### src/hw/rtl/twt_pkg.sv
// ----------------------------------------------------------------------------
// twt_pkg
// Types, field codes and token expansion helpers shared by the TWT action
// frame parser.
// ----------------------------------------------------------------------------
package twt_pkg;

    // Input byte and output token payloads
    typedef struct packed {
        logic [7:0] data_byte;
        logic       frame_start;
    } in_item_t;

    typedef struct packed {
        logic [4:0]  field_code;
        logic [63:0] field_value;
        logic        last_of_byte;
        logic        frame_done;
        logic        status;
    } out_item_t;

    // Field codes
    localparam logic [4:0] FC_CATEGORY    = 5'd0;
    localparam logic [4:0] FC_ACTION      = 5'd1;
    localparam logic [4:0] FC_DIALOG      = 5'd2;
    localparam logic [4:0] FC_ELEMENT_ID  = 5'd3;
    localparam logic [4:0] FC_LENGTH      = 5'd4;
    localparam logic [4:0] FC_NDP_IND     = 5'd5;
    localparam logic [4:0] FC_PM_MODE     = 5'd6;
    localparam logic [4:0] FC_REQUEST     = 5'd7;
    localparam logic [4:0] FC_SETUP_CMD   = 5'd8;
    localparam logic [4:0] FC_IMPLICIT    = 5'd9;
    localparam logic [4:0] FC_ANNOUNCED   = 5'd10;
    localparam logic [4:0] FC_FLOW_ID     = 5'd11;
    localparam logic [4:0] FC_WI_EXP      = 5'd12;
    localparam logic [4:0] FC_PROTECTED   = 5'd13;
    localparam logic [4:0] FC_WAKE_TIME   = 5'd14;
    localparam logic [4:0] FC_GROUP_ID    = 5'd15;
    localparam logic [4:0] FC_ZO_PRESENT  = 5'd16;
    localparam logic [4:0] FC_ZERO_OFFSET = 5'd17;
    localparam logic [4:0] FC_TIME_UNIT   = 5'd18;
    localparam logic [4:0] FC_GROUP_OFS   = 5'd19;
    localparam logic [4:0] FC_MIN_WAKE    = 5'd20;
    localparam logic [4:0] FC_WI_MANT     = 5'd21;
    localparam logic [4:0] FC_CHANNEL     = 5'd22;
    localparam logic [4:0] FC_NDP_ID      = 5'd23;
    localparam logic [4:0] FC_MAX_PAGING  = 5'd24;
    localparam logic [4:0] FC_PTSF_OFS    = 5'd25;
    localparam logic [4:0] FC_PAGING_ACT  = 5'd26;
    localparam logic [4:0] FC_MIN_SLEEP   = 5'd27;

    // Burst kinds: how one byte's record expands into tokens
    localparam logic [2:0] OP_SINGLE = 3'd0;
    localparam logic [2:0] OP_CTRL   = 3'd1;
    localparam logic [2:0] OP_REQ    = 3'd2;
    localparam logic [2:0] OP_GROUP  = 3'd3;
    localparam logic [2:0] OP_TUNIT  = 3'd4;
    localparam logic [2:0] OP_PAGING = 3'd5;

    // Frame kinds
    localparam logic [1:0] KIND_IDLE     = 2'd0;
    localparam logic [1:0] KIND_SETUP    = 2'd1;
    localparam logic [1:0] KIND_TEARDOWN = 2'd2;

    // Configuration register indexes
    localparam logic REG_SETUP_CODE    = 1'b0;
    localparam logic REG_TEARDOWN_CODE = 1'b1;

    // Queue between front and back
    localparam int QDEPTH = 4;
    localparam int QAW    = $clog2(QDEPTH);

    typedef struct packed {
        logic [2:0]  op;
        logic [4:0]  code;
        logic [63:0] value;
        logic        done;
        logic        status;
    } rec_t;

    // Number of tokens minus one for a burst kind
    function automatic logic [2:0] op_last_idx(input logic [2:0] op);
        logic [2:0] r;
        case (op)
            OP_SINGLE: r = 3'd0;
            OP_CTRL:   r = 3'd1;
            OP_REQ:    r = 3'd6;
            OP_GROUP:  r = 3'd1;
            OP_TUNIT:  r = 3'd1;
            OP_PAGING: r = 3'd4;
            default:   r = 3'd0;
        endcase
        return r;
    endfunction

endpackage

### src/hw/rtl/twt_queue.sv
// ----------------------------------------------------------------------------
// twt_queue
// Short register FIFO of byte records between the front and back parts.
// ----------------------------------------------------------------------------
module twt_queue
    import twt_pkg::*;
(
    input  logic clk,
    input  logic rst_n,
    input  logic push,
    input  rec_t push_data,
    input  logic pop,
    output rec_t pop_data,
    output logic empty,
    output logic full
);

    rec_t             mem_reg [QDEPTH];
    logic [QAW-1:0]   wr_ptr_reg;
    logic [QAW-1:0]   wr_ptr_next;
    logic [QAW-1:0]   rd_ptr_reg;
    logic [QAW-1:0]   rd_ptr_next;
    logic [QAW:0]     count_reg;
    logic [QAW:0]     count_next;
    logic             do_push;
    logic             do_pop;

    assign empty    = (count_reg == '0);
    assign full     = (count_reg == QAW'(0) + (QAW+1)'(QDEPTH));
    assign pop_data = mem_reg[rd_ptr_reg];
    assign do_push  = push && !full;
    assign do_pop   = pop && !empty;

    always_comb
    begin
        wr_ptr_next = do_push ? wr_ptr_reg + 1'b1 : wr_ptr_reg;
        rd_ptr_next = do_pop ? rd_ptr_reg + 1'b1 : rd_ptr_reg;
        count_next  = count_reg;
        if (do_push && !do_pop)
        begin
            count_next = count_reg + 1'b1;
        end
        else if (do_pop && !do_push)
        begin
            count_next = count_reg - 1'b1;
        end
    end

    always_ff @(posedge clk or negedge rst_n)
    begin
        if (!rst_n)
        begin
            wr_ptr_reg <= '0;
            rd_ptr_reg <= '0;
            count_reg  <= '0;
        end
        else
        begin
            wr_ptr_reg <= wr_ptr_next;
            rd_ptr_reg <= rd_ptr_next;
            count_reg  <= count_next;
        end
    end

    always_ff @(posedge clk)
    begin
        if (do_push)
        begin
            mem_reg[wr_ptr_reg] <= push_data;
        end
    end

endmodule

### src/hw/rtl/twt_front.sv
// ----------------------------------------------------------------------------
// twt_front
// Tracks frame position and classifies bytes into token burst records; bytes of multi-byte fields are gathered first.
// ----------------------------------------------------------------------------
module twt_front
    import twt_pkg::*;
(
    input  logic       clk,
    input  logic       rst_n,
    input  logic [7:0] setup_code,
    input  logic [7:0] teardown_code,
    input  logic       accept,
    input  in_item_t   item,
    output logic       push,
    output rec_t       rec
);

    logic [5:0]  pos_reg;
    logic [5:0]  pos_next;
    logic [1:0]  kind_reg;
    logic [1:0]  kind_next;
    logic        paging_reg;
    logic        paging_next;
    logic        offset_reg;
    logic        offset_next;
    logic [63:0] acc_reg;
    logic [63:0] acc_next;
    logic        complete_reg;
    logic        complete_next;

    always_comb
    begin
        logic [7:0]  b;
        logic [6:0]  q;
        logic        done;
        logic [47:0] zo;

        b             = item.data_byte;
        q             = {1'b0, pos_reg};
        done          = 1'b0;
        zo            = '0;
        pos_next      = pos_reg;
        kind_next     = kind_reg;
        paging_next   = paging_reg;
        offset_next   = offset_reg;
        acc_next      = acc_reg;
        complete_next = complete_reg;
        push          = 1'b0;
        rec.op        = OP_SINGLE;
        rec.code      = FC_CATEGORY;
        rec.value     = {56'd0, b};
        rec.done      = 1'b0;
        rec.status    = 1'b0;

        if (!accept)
        begin
            push = 1'b0;
        end
        else if (item.frame_start)
        begin
            complete_next = 1'b0;
            kind_next     = KIND_IDLE;
            paging_next   = 1'b0;
            offset_next   = 1'b0;
            acc_next      = '0;
            pos_next      = 6'd1;
            push          = 1'b1;
        end
        else if (!complete_reg)
        begin
            if (pos_reg == 6'd1)
            begin
                push     = 1'b1;
                rec.code = FC_ACTION;
                if (b == setup_code)
                begin
                    kind_next = KIND_SETUP;
                end
                else if (b == teardown_code)
                begin
                    kind_next = KIND_TEARDOWN;
                end
                else
                begin
                    rec.status = 1'b1;
                    done       = 1'b1;
                end
            end
            else if (kind_reg == KIND_TEARDOWN)
            begin
                push      = 1'b1;
                rec.code  = FC_FLOW_ID;
                rec.value = {61'd0, b[7:5]};
                done      = 1'b1;
            end
            else if (kind_reg == KIND_SETUP)
            begin
                // skip the zero offset bytes when the group says it is absent
                if (q >= 7'd17 && !offset_reg)
                begin
                    q = q + 7'd6;
                end
                case (q)
                    7'd2, 7'd3, 7'd4:
                    begin
                        push     = 1'b1;
                        rec.code = q[4:0];
                    end
                    7'd5:
                    begin
                        paging_next = b[7];
                        push        = 1'b1;
                        rec.op      = OP_CTRL;
                    end
                    7'd6, 7'd23, 7'd26:
                    begin
                        acc_next = {56'd0, b};
                    end
                    7'd7:
                    begin
                        push      = 1'b1;
                        rec.op    = OP_REQ;
                        rec.value = {48'd0, b, acc_reg[7:0]};
                    end
                    7'd8, 7'd9, 7'd10, 7'd11, 7'd12, 7'd13, 7'd14, 7'd15:
                    begin
                        acc_next = {(q == 7'd8) ? 56'd0 : acc_reg[55:0], b};
                        if (q == 7'd15)
                        begin
                            push      = 1'b1;
                            rec.code  = FC_WAKE_TIME;
                            rec.value = acc_next;
                        end
                    end
                    7'd16:
                    begin
                        offset_next = b[0];
                        push        = 1'b1;
                        rec.op      = OP_GROUP;
                    end
                    7'd17, 7'd18, 7'd19, 7'd20, 7'd21, 7'd22:
                    begin
                        acc_next = {(q == 7'd17) ? 56'd0 : acc_reg[55:0], b};
                        if (q == 7'd22)
                        begin
                            zo        = acc_next[47:0];
                            push      = 1'b1;
                            rec.code  = FC_ZERO_OFFSET;
                            rec.value = {16'd0, zo[15:0], zo[47:16]};
                        end
                    end
                    7'd24:
                    begin
                        push      = 1'b1;
                        rec.op    = OP_TUNIT;
                        rec.value = {48'd0, b, acc_reg[7:0]};
                    end
                    7'd25:
                    begin
                        push     = 1'b1;
                        rec.code = FC_MIN_WAKE;
                    end
                    7'd27:
                    begin
                        push      = 1'b1;
                        rec.code  = FC_WI_MANT;
                        rec.value = {48'd0, acc_reg[7:0], b};
                    end
                    7'd28:
                    begin
                        push     = 1'b1;
                        rec.code = FC_CHANNEL;
                        done     = !paging_reg;
                    end
                    7'd29:
                    begin
                        acc_next = {56'd0, b};
                    end
                    7'd30:
                    begin
                        acc_next[15:8] = b;
                    end
                    7'd31:
                    begin
                        acc_next[23:16] = b;
                    end
                    7'd32:
                    begin
                        acc_next[31:24] = b;
                        push      = 1'b1;
                        rec.op    = OP_PAGING;
                        rec.value = {32'd0, acc_next[31:0]};
                        done      = 1'b1;
                    end
                    default:
                    begin
                        done = 1'b1;
                    end
                endcase
            end
            else
            begin
                done = 1'b1;
            end
            pos_next = pos_reg + 6'd1;
            if (done)
            begin
                complete_next = 1'b1;
                kind_next     = KIND_IDLE;
            end
        end
        rec.done = done;
    end

    always_ff @(posedge clk or negedge rst_n)
    begin
        if (!rst_n)
        begin
            pos_reg      <= '0;
            kind_reg     <= KIND_IDLE;
            paging_reg   <= 1'b0;
            offset_reg   <= 1'b0;
            acc_reg      <= '0;
            complete_reg <= 1'b1;
        end
        else
        begin
            pos_reg      <= pos_next;
            kind_reg     <= kind_next;
            paging_reg   <= paging_next;
            offset_reg   <= offset_next;
            acc_reg      <= acc_next;
            complete_reg <= complete_next;
        end
    end

endmodule

### src/hw/rtl/twt_back.sv
// ----------------------------------------------------------------------------
// twt_back
// Expands queued byte records into field tokens, one token per cycle while the
// output is not stalled, into a registered output stage.
// ----------------------------------------------------------------------------
module twt_back
    import twt_pkg::*;
(
    input  logic      clk,
    input  logic      rst_n,
    input  logic      q_empty,
    input  rec_t      q_data,
    output logic      q_pop,
    output logic      out_valid,
    input  logic      out_ready,
    output out_item_t out_data
);

    logic      cur_valid_reg;
    logic      cur_valid_next;
    rec_t      cur_reg;
    logic [2:0] idx_reg;
    logic [2:0] idx_next;
    logic      out_valid_reg;
    logic      out_valid_next;
    out_item_t out_reg;
    out_item_t tok;
    logic      emit;
    logic      last;

    assign emit = cur_valid_reg && (!out_valid_reg || out_ready);
    assign last = (idx_reg == op_last_idx(cur_reg.op));
    assign q_pop = !q_empty && (!cur_valid_reg || (emit && last));

    // Token for the current record and index
    always_comb
    begin
        logic [63:0] v;

        v                = cur_reg.value;
        tok.field_code   = cur_reg.code;
        tok.field_value  = v;
        tok.last_of_byte = last;
        tok.frame_done   = last && cur_reg.done;
        tok.status       = cur_reg.status;
        case (cur_reg.op)
            OP_CTRL:
            begin
                tok.field_code  = (idx_reg == 3'd0) ? FC_NDP_IND : FC_PM_MODE;
                tok.field_value = {63'd0, (idx_reg == 3'd0) ? v[7] : v[6]};
            end
            OP_REQ:
            begin
                case (idx_reg)
                    3'd0:
                    begin
                        tok.field_code  = FC_REQUEST;
                        tok.field_value = {63'd0, v[15]};
                    end
                    3'd1:
                    begin
                        tok.field_code  = FC_SETUP_CMD;
                        tok.field_value = {61'd0, v[14:12]};
                    end
                    3'd2:
                    begin
                        tok.field_code  = FC_IMPLICIT;
                        tok.field_value = {63'd0, v[10]};
                    end
                    3'd3:
                    begin
                        tok.field_code  = FC_ANNOUNCED;
                        tok.field_value = {63'd0, ~v[9]};
                    end
                    3'd4:
                    begin
                        tok.field_code  = FC_FLOW_ID;
                        tok.field_value = {61'd0, v[8:6]};
                    end
                    3'd5:
                    begin
                        tok.field_code  = FC_WI_EXP;
                        tok.field_value = {59'd0, v[5:1]};
                    end
                    default:
                    begin
                        tok.field_code  = FC_PROTECTED;
                        tok.field_value = {63'd0, v[0]};
                    end
                endcase
            end
            OP_GROUP:
            begin
                if (idx_reg == 3'd0)
                begin
                    tok.field_code  = FC_GROUP_ID;
                    tok.field_value = {57'd0, v[7:1]};
                end
                else
                begin
                    tok.field_code  = FC_ZO_PRESENT;
                    tok.field_value = {63'd0, v[0]};
                end
            end
            OP_TUNIT:
            begin
                if (idx_reg == 3'd0)
                begin
                    tok.field_code  = FC_TIME_UNIT;
                    tok.field_value = {60'd0, v[15:12]};
                end
                else
                begin
                    tok.field_code  = FC_GROUP_OFS;
                    tok.field_value = {52'd0, v[11:0]};
                end
            end
            OP_PAGING:
            begin
                case (idx_reg)
                    3'd0:
                    begin
                        tok.field_code  = FC_NDP_ID;
                        tok.field_value = {55'd0, v[31:23]};
                    end
                    3'd1:
                    begin
                        tok.field_code  = FC_MAX_PAGING;
                        tok.field_value = {56'd0, v[22:15]};
                    end
                    3'd2:
                    begin
                        tok.field_code  = FC_PTSF_OFS;
                        tok.field_value = {60'd0, v[14:11]};
                    end
                    3'd3:
                    begin
                        tok.field_code  = FC_PAGING_ACT;
                        tok.field_value = {61'd0, v[10:8]};
                    end
                    default:
                    begin
                        tok.field_code  = FC_MIN_SLEEP;
                        tok.field_value = {58'd0, v[7:2]};
                    end
                endcase
            end
            default:
            begin
                tok.field_code = cur_reg.code;
            end
        endcase
    end

    always_comb
    begin
        cur_valid_next = cur_valid_reg;
        idx_next       = idx_reg;
        if (emit)
        begin
            idx_next = idx_reg + 3'd1;
            if (last)
            begin
                cur_valid_next = 1'b0;
                idx_next       = '0;
            end
        end
        if (q_pop)
        begin
            cur_valid_next = 1'b1;
            idx_next       = '0;
        end
        out_valid_next = out_valid_reg;
        if (emit)
        begin
            out_valid_next = 1'b1;
        end
        else if (out_ready)
        begin
            out_valid_next = 1'b0;
        end
    end

    always_ff @(posedge clk or negedge rst_n)
    begin
        if (!rst_n)
        begin
            cur_valid_reg <= 1'b0;
            idx_reg       <= '0;
            out_valid_reg <= 1'b0;
        end
        else
        begin
            cur_valid_reg <= cur_valid_next;
            idx_reg       <= idx_next;
            out_valid_reg <= out_valid_next;
        end
    end

    always_ff @(posedge clk)
    begin
        if (q_pop)
        begin
            cur_reg <= q_data;
        end
        if (emit)
        begin
            out_reg <= tok;
        end
    end

    assign out_valid = out_valid_reg;
    assign out_data  = out_reg;

endmodule

### src/hw/rtl/twt_action_frame_parser.sv
// ----------------------------------------------------------------------------
// twt_action_frame_parser
// Target wake time action frame parser: bytes in, decoded field tokens out.
// ----------------------------------------------------------------------------
// Path: a byte's record goes through the record queue, the current record
// register and the output register. Throughput: one byte per cycle while the
// queue is not full; the token stage emits one token per cycle unless out_ready
// holds it; a byte yields at most 7 tokens and the 4-entry queue absorbs bursts.
// Reset: asynchronous active low; parser waits for a frame start byte and the
// action codes return to 6 (setup) and 7 (teardown).
module twt_action_frame_parser
    import twt_pkg::*;
(
    input  logic        clk,
    input  logic        rst_n,
    input  logic        in_valid,
    output logic        in_ready,
    input  in_item_t    in_data,
    output logic        out_valid,
    input  logic        out_ready,
    output out_item_t   out_data,
    input  logic        psel,
    input  logic        penable,
    input  logic        pwrite,
    input  logic [2:0]  paddr,
    input  logic [31:0] pwdata,
    output logic [31:0] prdata,
    output logic        pready
);

    logic [7:0] setup_code_reg;
    logic [7:0] setup_code_next;
    logic [7:0] teardown_code_reg;
    logic [7:0] teardown_code_next;
    logic       cfg_wr;
    logic       in_accept;
    logic       push;
    rec_t       push_rec;
    logic       q_pop;
    rec_t       q_data;
    logic       q_empty;
    logic       q_full;

    assign pready = 1'b1;
    assign cfg_wr = psel && penable && pwrite;

    always_comb
    begin
        setup_code_next    = setup_code_reg;
        teardown_code_next = teardown_code_reg;
        if (cfg_wr)
        begin
            case (paddr[2])
                REG_SETUP_CODE:    setup_code_next    = pwdata[7:0];
                REG_TEARDOWN_CODE: teardown_code_next = pwdata[7:0];
                default:           setup_code_next    = setup_code_reg;
            endcase
        end
        prdata = {24'd0, (paddr[2] == REG_TEARDOWN_CODE) ? teardown_code_reg
                                                         : setup_code_reg};
    end

    always_ff @(posedge clk or negedge rst_n)
    begin
        if (!rst_n)
        begin
            setup_code_reg    <= 8'd6;
            teardown_code_reg <= 8'd7;
        end
        else
        begin
            setup_code_reg    <= setup_code_next;
            teardown_code_reg <= teardown_code_next;
        end
    end

    assign in_ready  = !q_full;
    assign in_accept = in_valid && in_ready;

    twt_front u_front (
        .clk           (clk),
        .rst_n         (rst_n),
        .setup_code    (setup_code_reg),
        .teardown_code (teardown_code_reg),
        .accept        (in_accept),
        .item          (in_data),
        .push          (push),
        .rec           (push_rec)
    );

    twt_queue u_queue (
        .clk       (clk),
        .rst_n     (rst_n),
        .push      (push),
        .push_data (push_rec),
        .pop       (q_pop),
        .pop_data  (q_data),
        .empty     (q_empty),
        .full      (q_full)
    );

    twt_back u_back (
        .clk       (clk),
        .rst_n     (rst_n),
        .q_empty   (q_empty),
        .q_data    (q_data),
        .q_pop     (q_pop),
        .out_valid (out_valid),
        .out_ready (out_ready),
        .out_data  (out_data)
    );

endmodule
### config.mk
export PLATFORM = sky130hd
export DESIGN_NAME = twt_action_frame_parser
export DESIGN_NICKNAME = d
export VERILOG_FILES = /design/src/hw/rtl/twt_pkg.sv /design/src/hw/rtl/twt_queue.sv /design/src/hw/rtl/twt_front.sv /design/src/hw/rtl/twt_back.sv /design/src/hw/rtl/twt_action_frame_parser.sv
export SDC_FILE = /design/constraint.sdc
export NUM_CORES = 1
export LEC_CHECK = 0
export BUFFER_PORTS_ARGS = -buffer_cell sky130_fd_sc_hd__buf_2
export CAP_MARGIN = 20
export CELL_PAD_IN_SITES_DETAIL_PLACEMENT = 0
export CELL_PAD_IN_SITES_GLOBAL_PLACEMENT = 1
export CORE_ASPECT_RATIO = 0.9
export CORE_MARGIN = 3
export CORE_UTILIZATION = 30
export CTS_BUF_LIST = sky130_fd_sc_hd__clkbuf_4 sky130_fd_sc_hd__clkbuf_8
export CTS_CLUSTER_SIZE = 14
export DETAILED_ROUTE_END_ITERATION = 7
export PLACE_DENSITY = 0.49
export RECOVER_POWER = 100
export SYNTH_ARGS = -nofsm -noshare
export SYNTH_HDL_FRONTEND = slang
export SYNTH_SLANG_ARGS = --single-unit
### constraint.sdc
create_clock -name clk -period 13.1 [get_ports clk]
set_input_delay 0.655 -clock clk [delete_from_list [all_inputs] [get_ports clk]]
set_output_delay 0.655 -clock clk [all_outputs]
set_load 0.01 [all_outputs]
==> flow_summary.ini <==
[setup_path]
slowest_delay_ns = 1.45
cp.required_ns = 13.38
crit_start = u_front.pos_reg[0]
cp_top_family = buffers and inverters
worstSetupEndpoint = u_queue.mem_reg[3][39]
cpMostUsedCell = clkbuf_1
r2r_start = u_front.pos_reg[0]
crit_type = flop to flop
rr_worst_depth = 13
r2r_end = u_queue.mem_reg[3][39]
endpoint_kind = flop
worstPathArrival_ns = 8.47
crit_buf_inv = 4
cp_slowest_cell = and2_0
r2r_slack_ns = 4.91
cp-start-kind = flop
cp.depth = 13
crit_path_max_fanout = 53
path_cells = clkbuf_1, inv_1, ha_1, nor3b_1, a2111oi_0, o2111ai_1, o32ai_1, clkbuf_1, or2_0, o31ai_1, a41oi_1, and2_0, buf_4

[drt]
first_pass_iters = 7
num_vias = 14178
vias_per_cell = 4.982
drt-total-wl_mm = 63.18
antenna_left = 0
route.detailed.drc = 0
dr.first_iter.drc_count = 1066
routedWlPerCell_um = 22.20

[sta]
slew_headroom = -1.721
layout_setup_ws_ns = 4.911
fin_crit_sh = 0.6251
rsz0062_at_grt = false
fin_crit_ns = 8.189
drv_slew = 618
fin_skew_ns = 0.02985
setup_viol = 0
worst_pin_slew_ns = 4.081
hold_viol_final = 0
fmax_ghz = 0.1221
tns_ns = 0

[logic_synthesis]
synth_seq_cells = 537
synth_top_cell_area_share = 0.5686
yosys_warnings = 0
yosys-top-cells-area = edfxtp_1 (57%), dfrtp_1 (9.5%), mux4_2 (7.1%)
synth.avg_cell_area_um2 = 14.56
synth_cell_type_count = 87
syn_area_um2 = 23340
synth_largest_area_cell = edfxtp_1
ys_async_sr_fraction = 0.1769
seq_area_frac_synth = 0.6707
syn_inst = 1603
synth_edf_count = 442
synth_ff_type = edfxtp_1

[global_route]
antenna_found_initial = 1
grt_overflow = 0
grt_pass1_wl_mm = 94.62
grt_usage = 0.1540
grt_pass1_vias = 14626
grt_start_max_net_pins = 60

[cts]
cts_tree = yes
clock_latency_ns = 0.68
cts_root_buf = clkbuf_8
htree_num_levels = 3
clock-sinks = 537
clk_pin_slew_worst_paths_ns = 0.07
clockBufferDepth = 3
cts_buffers = 95

[status]
violations = capacitance limit, slew limit
status = complete, but fails checks

[die]
die-area_um2 = 81200
io_pins = 158
die_y_um = 270.6
rows = 96
start_util = 0.3046
coreArea_um2 = 76630
die_w_um = 300.0

[finish]
fillerInstances = 7665
syn2layout_area_growth_pct = 14.03
fin_nets = 1802
drive_above_1_share = 0.1724
largest_reg_flops = 296
multiInputGateArea_um2 = 6987
seqCellArea_um2 = 15660

[hold_path]
min_path_type = primary input to flop
whs_path_depth = 2

[place]
io_buffer_count = 106
place.gp.congestion = 0.8520
dp_hpwl_mm = 40.59
place_ws_ns = 7.504

[power_and_ir_drop]
p_per_area_nw_per_um2 = 217.3
ir_drop_v = 0.0001100
leakagePower_uw = 0.008929

[job]
maxCapViolations = 17
worst min path at each step:
stage | startpoint | to | slack, ns
after global routing | pwdata[6] | setup_code_reg[6] | 0.18
final | pwdata[6] | teardown_code_reg[6] | 0.23
after global placement | u_back.cur_reg[0] | u_back.out_data[0] | 0.42
after CTS | pwdata[6] | teardown_code_reg[6] | 0.17
after floorplan | rst_n | setup_code_reg[0] | 0.36
after detailed placement | u_back.cur_reg[0] | u_back.out_data[0] | 0.42
cells in the mapped netlist (10+ instances only):
master / count
a21oi_1: 55
a222oi_1: 30
a22o_1: 16
a22oi_1: 44
a31oi_1: 13
and3_1: 12
buf_1: 10
buf_2: 14
buf_4: 27
clkbuf_1: 74
dfrtp_1: 89
edfxtp_1: 442
ha_1: 15
inv_1: 49
mux2_2: 28
mux2i_1: 14
mux4_2: 74
nand2_1: 117
nand2b_1: 11
nand3_1: 15
nor2_1: 112
nor2b_1: 61
nor3_1: 22
o21ai_0: 49
o21ai_1: 10
o31ai_1: 27
xor2_1: 19
per-layer routing:
layer,vias to the layer above,wire length [um],GRT usage
met5,-,0,0
met4,0,1594,0.04789
met3,107,3161,0.03129
met2,388,28070,0.2300
met1,7236,30350,0.2249
li1,6447,-,-
area by class of cell:
| class | instances | area share |
|---|---|---|
| flip-flops and latches | 537 | 0.5882 |
| multi-input cells | 914 | 0.2625 |
| clock buffers | 132 | 0.06073 |
| well taps | 1029 | 0.04837 |
| repair buffers | 137 | 0.02289 |
| clock inverters | 46 | 0.01011 |
| inverters | 50 | 0.007098 |
| diodes | 1 | 0.00009401 |
power breakdown:
part / switching [uW] / internal (uW) / leakage (uW)
Sequential: 306 / 2430 / 0.00540
Clock: 700 / 825 / 0.000993
Combinational: 928 / 594 / 0.00254
kinds of logic (layout without fill, tap and decap cells):
logic type      count (synthesis)  in the layout  synth area share
compound gates                326            326            0.1010
flops                         537            537            0.6707
fa+ha+maj                      17             17          0.009326
xor+xnor                       24             24          0.009005
other cells                     2             26         0.0003217
mux                           116            116           0.09090
buf+inv                       175            365           0.03323
simple gates                  406            406           0.08549
per-stage QoR:
step	instance area, um^2	power, uW	instances	utilization	hold slack, ns
CTS	26840	5908	2844	0.3503	0.1651
finish	26620	5785	2846	0.3474	0.2315
global route	26620	6147	2846	0.3474	0.1834
global placement	24940	4336	2664	0.3254	0.4208
floorplan	23430	3725	1626	-	0.3594
detailed placement	24950	4349	2665	0.3255	0.4205
placed cells by master (no fill, tap or decap), types with 14 or more instances in the layout:
master	Yosys	final
nor2b_1	61	61
clkinv_1	1	31
ha_1	15	15
edfxtp_1	442	442
a22oi_1	44	44
clkbuf_4	0	32
clkbuf_8	0	100
buf_4	27	16
conb_1	2	25
o31ai_1	27	27
dfrtp_1	89	88
o21ai_0	49	53
buf_2	14	23
mux4_2	74	74
xor2_1	19	19
a21oi_1	55	55
mux2i_1	14	14
a222oi_1	30	30
a22o_1	16	16
nor3_1	22	23
nand2_1	117	117
inv_1	49	48
nor2_1	112	111
clkbuf_1	74	97
mux2_2	28	27
nand3_1	15	15
timing repair:
item	CTS	global route
hold buffers	1	0
buffers inserted	0	0
hold endpoints to repair	31	0
gates resized for setup	0	0
Note: power is estimated with default switching activity, not from simulation.
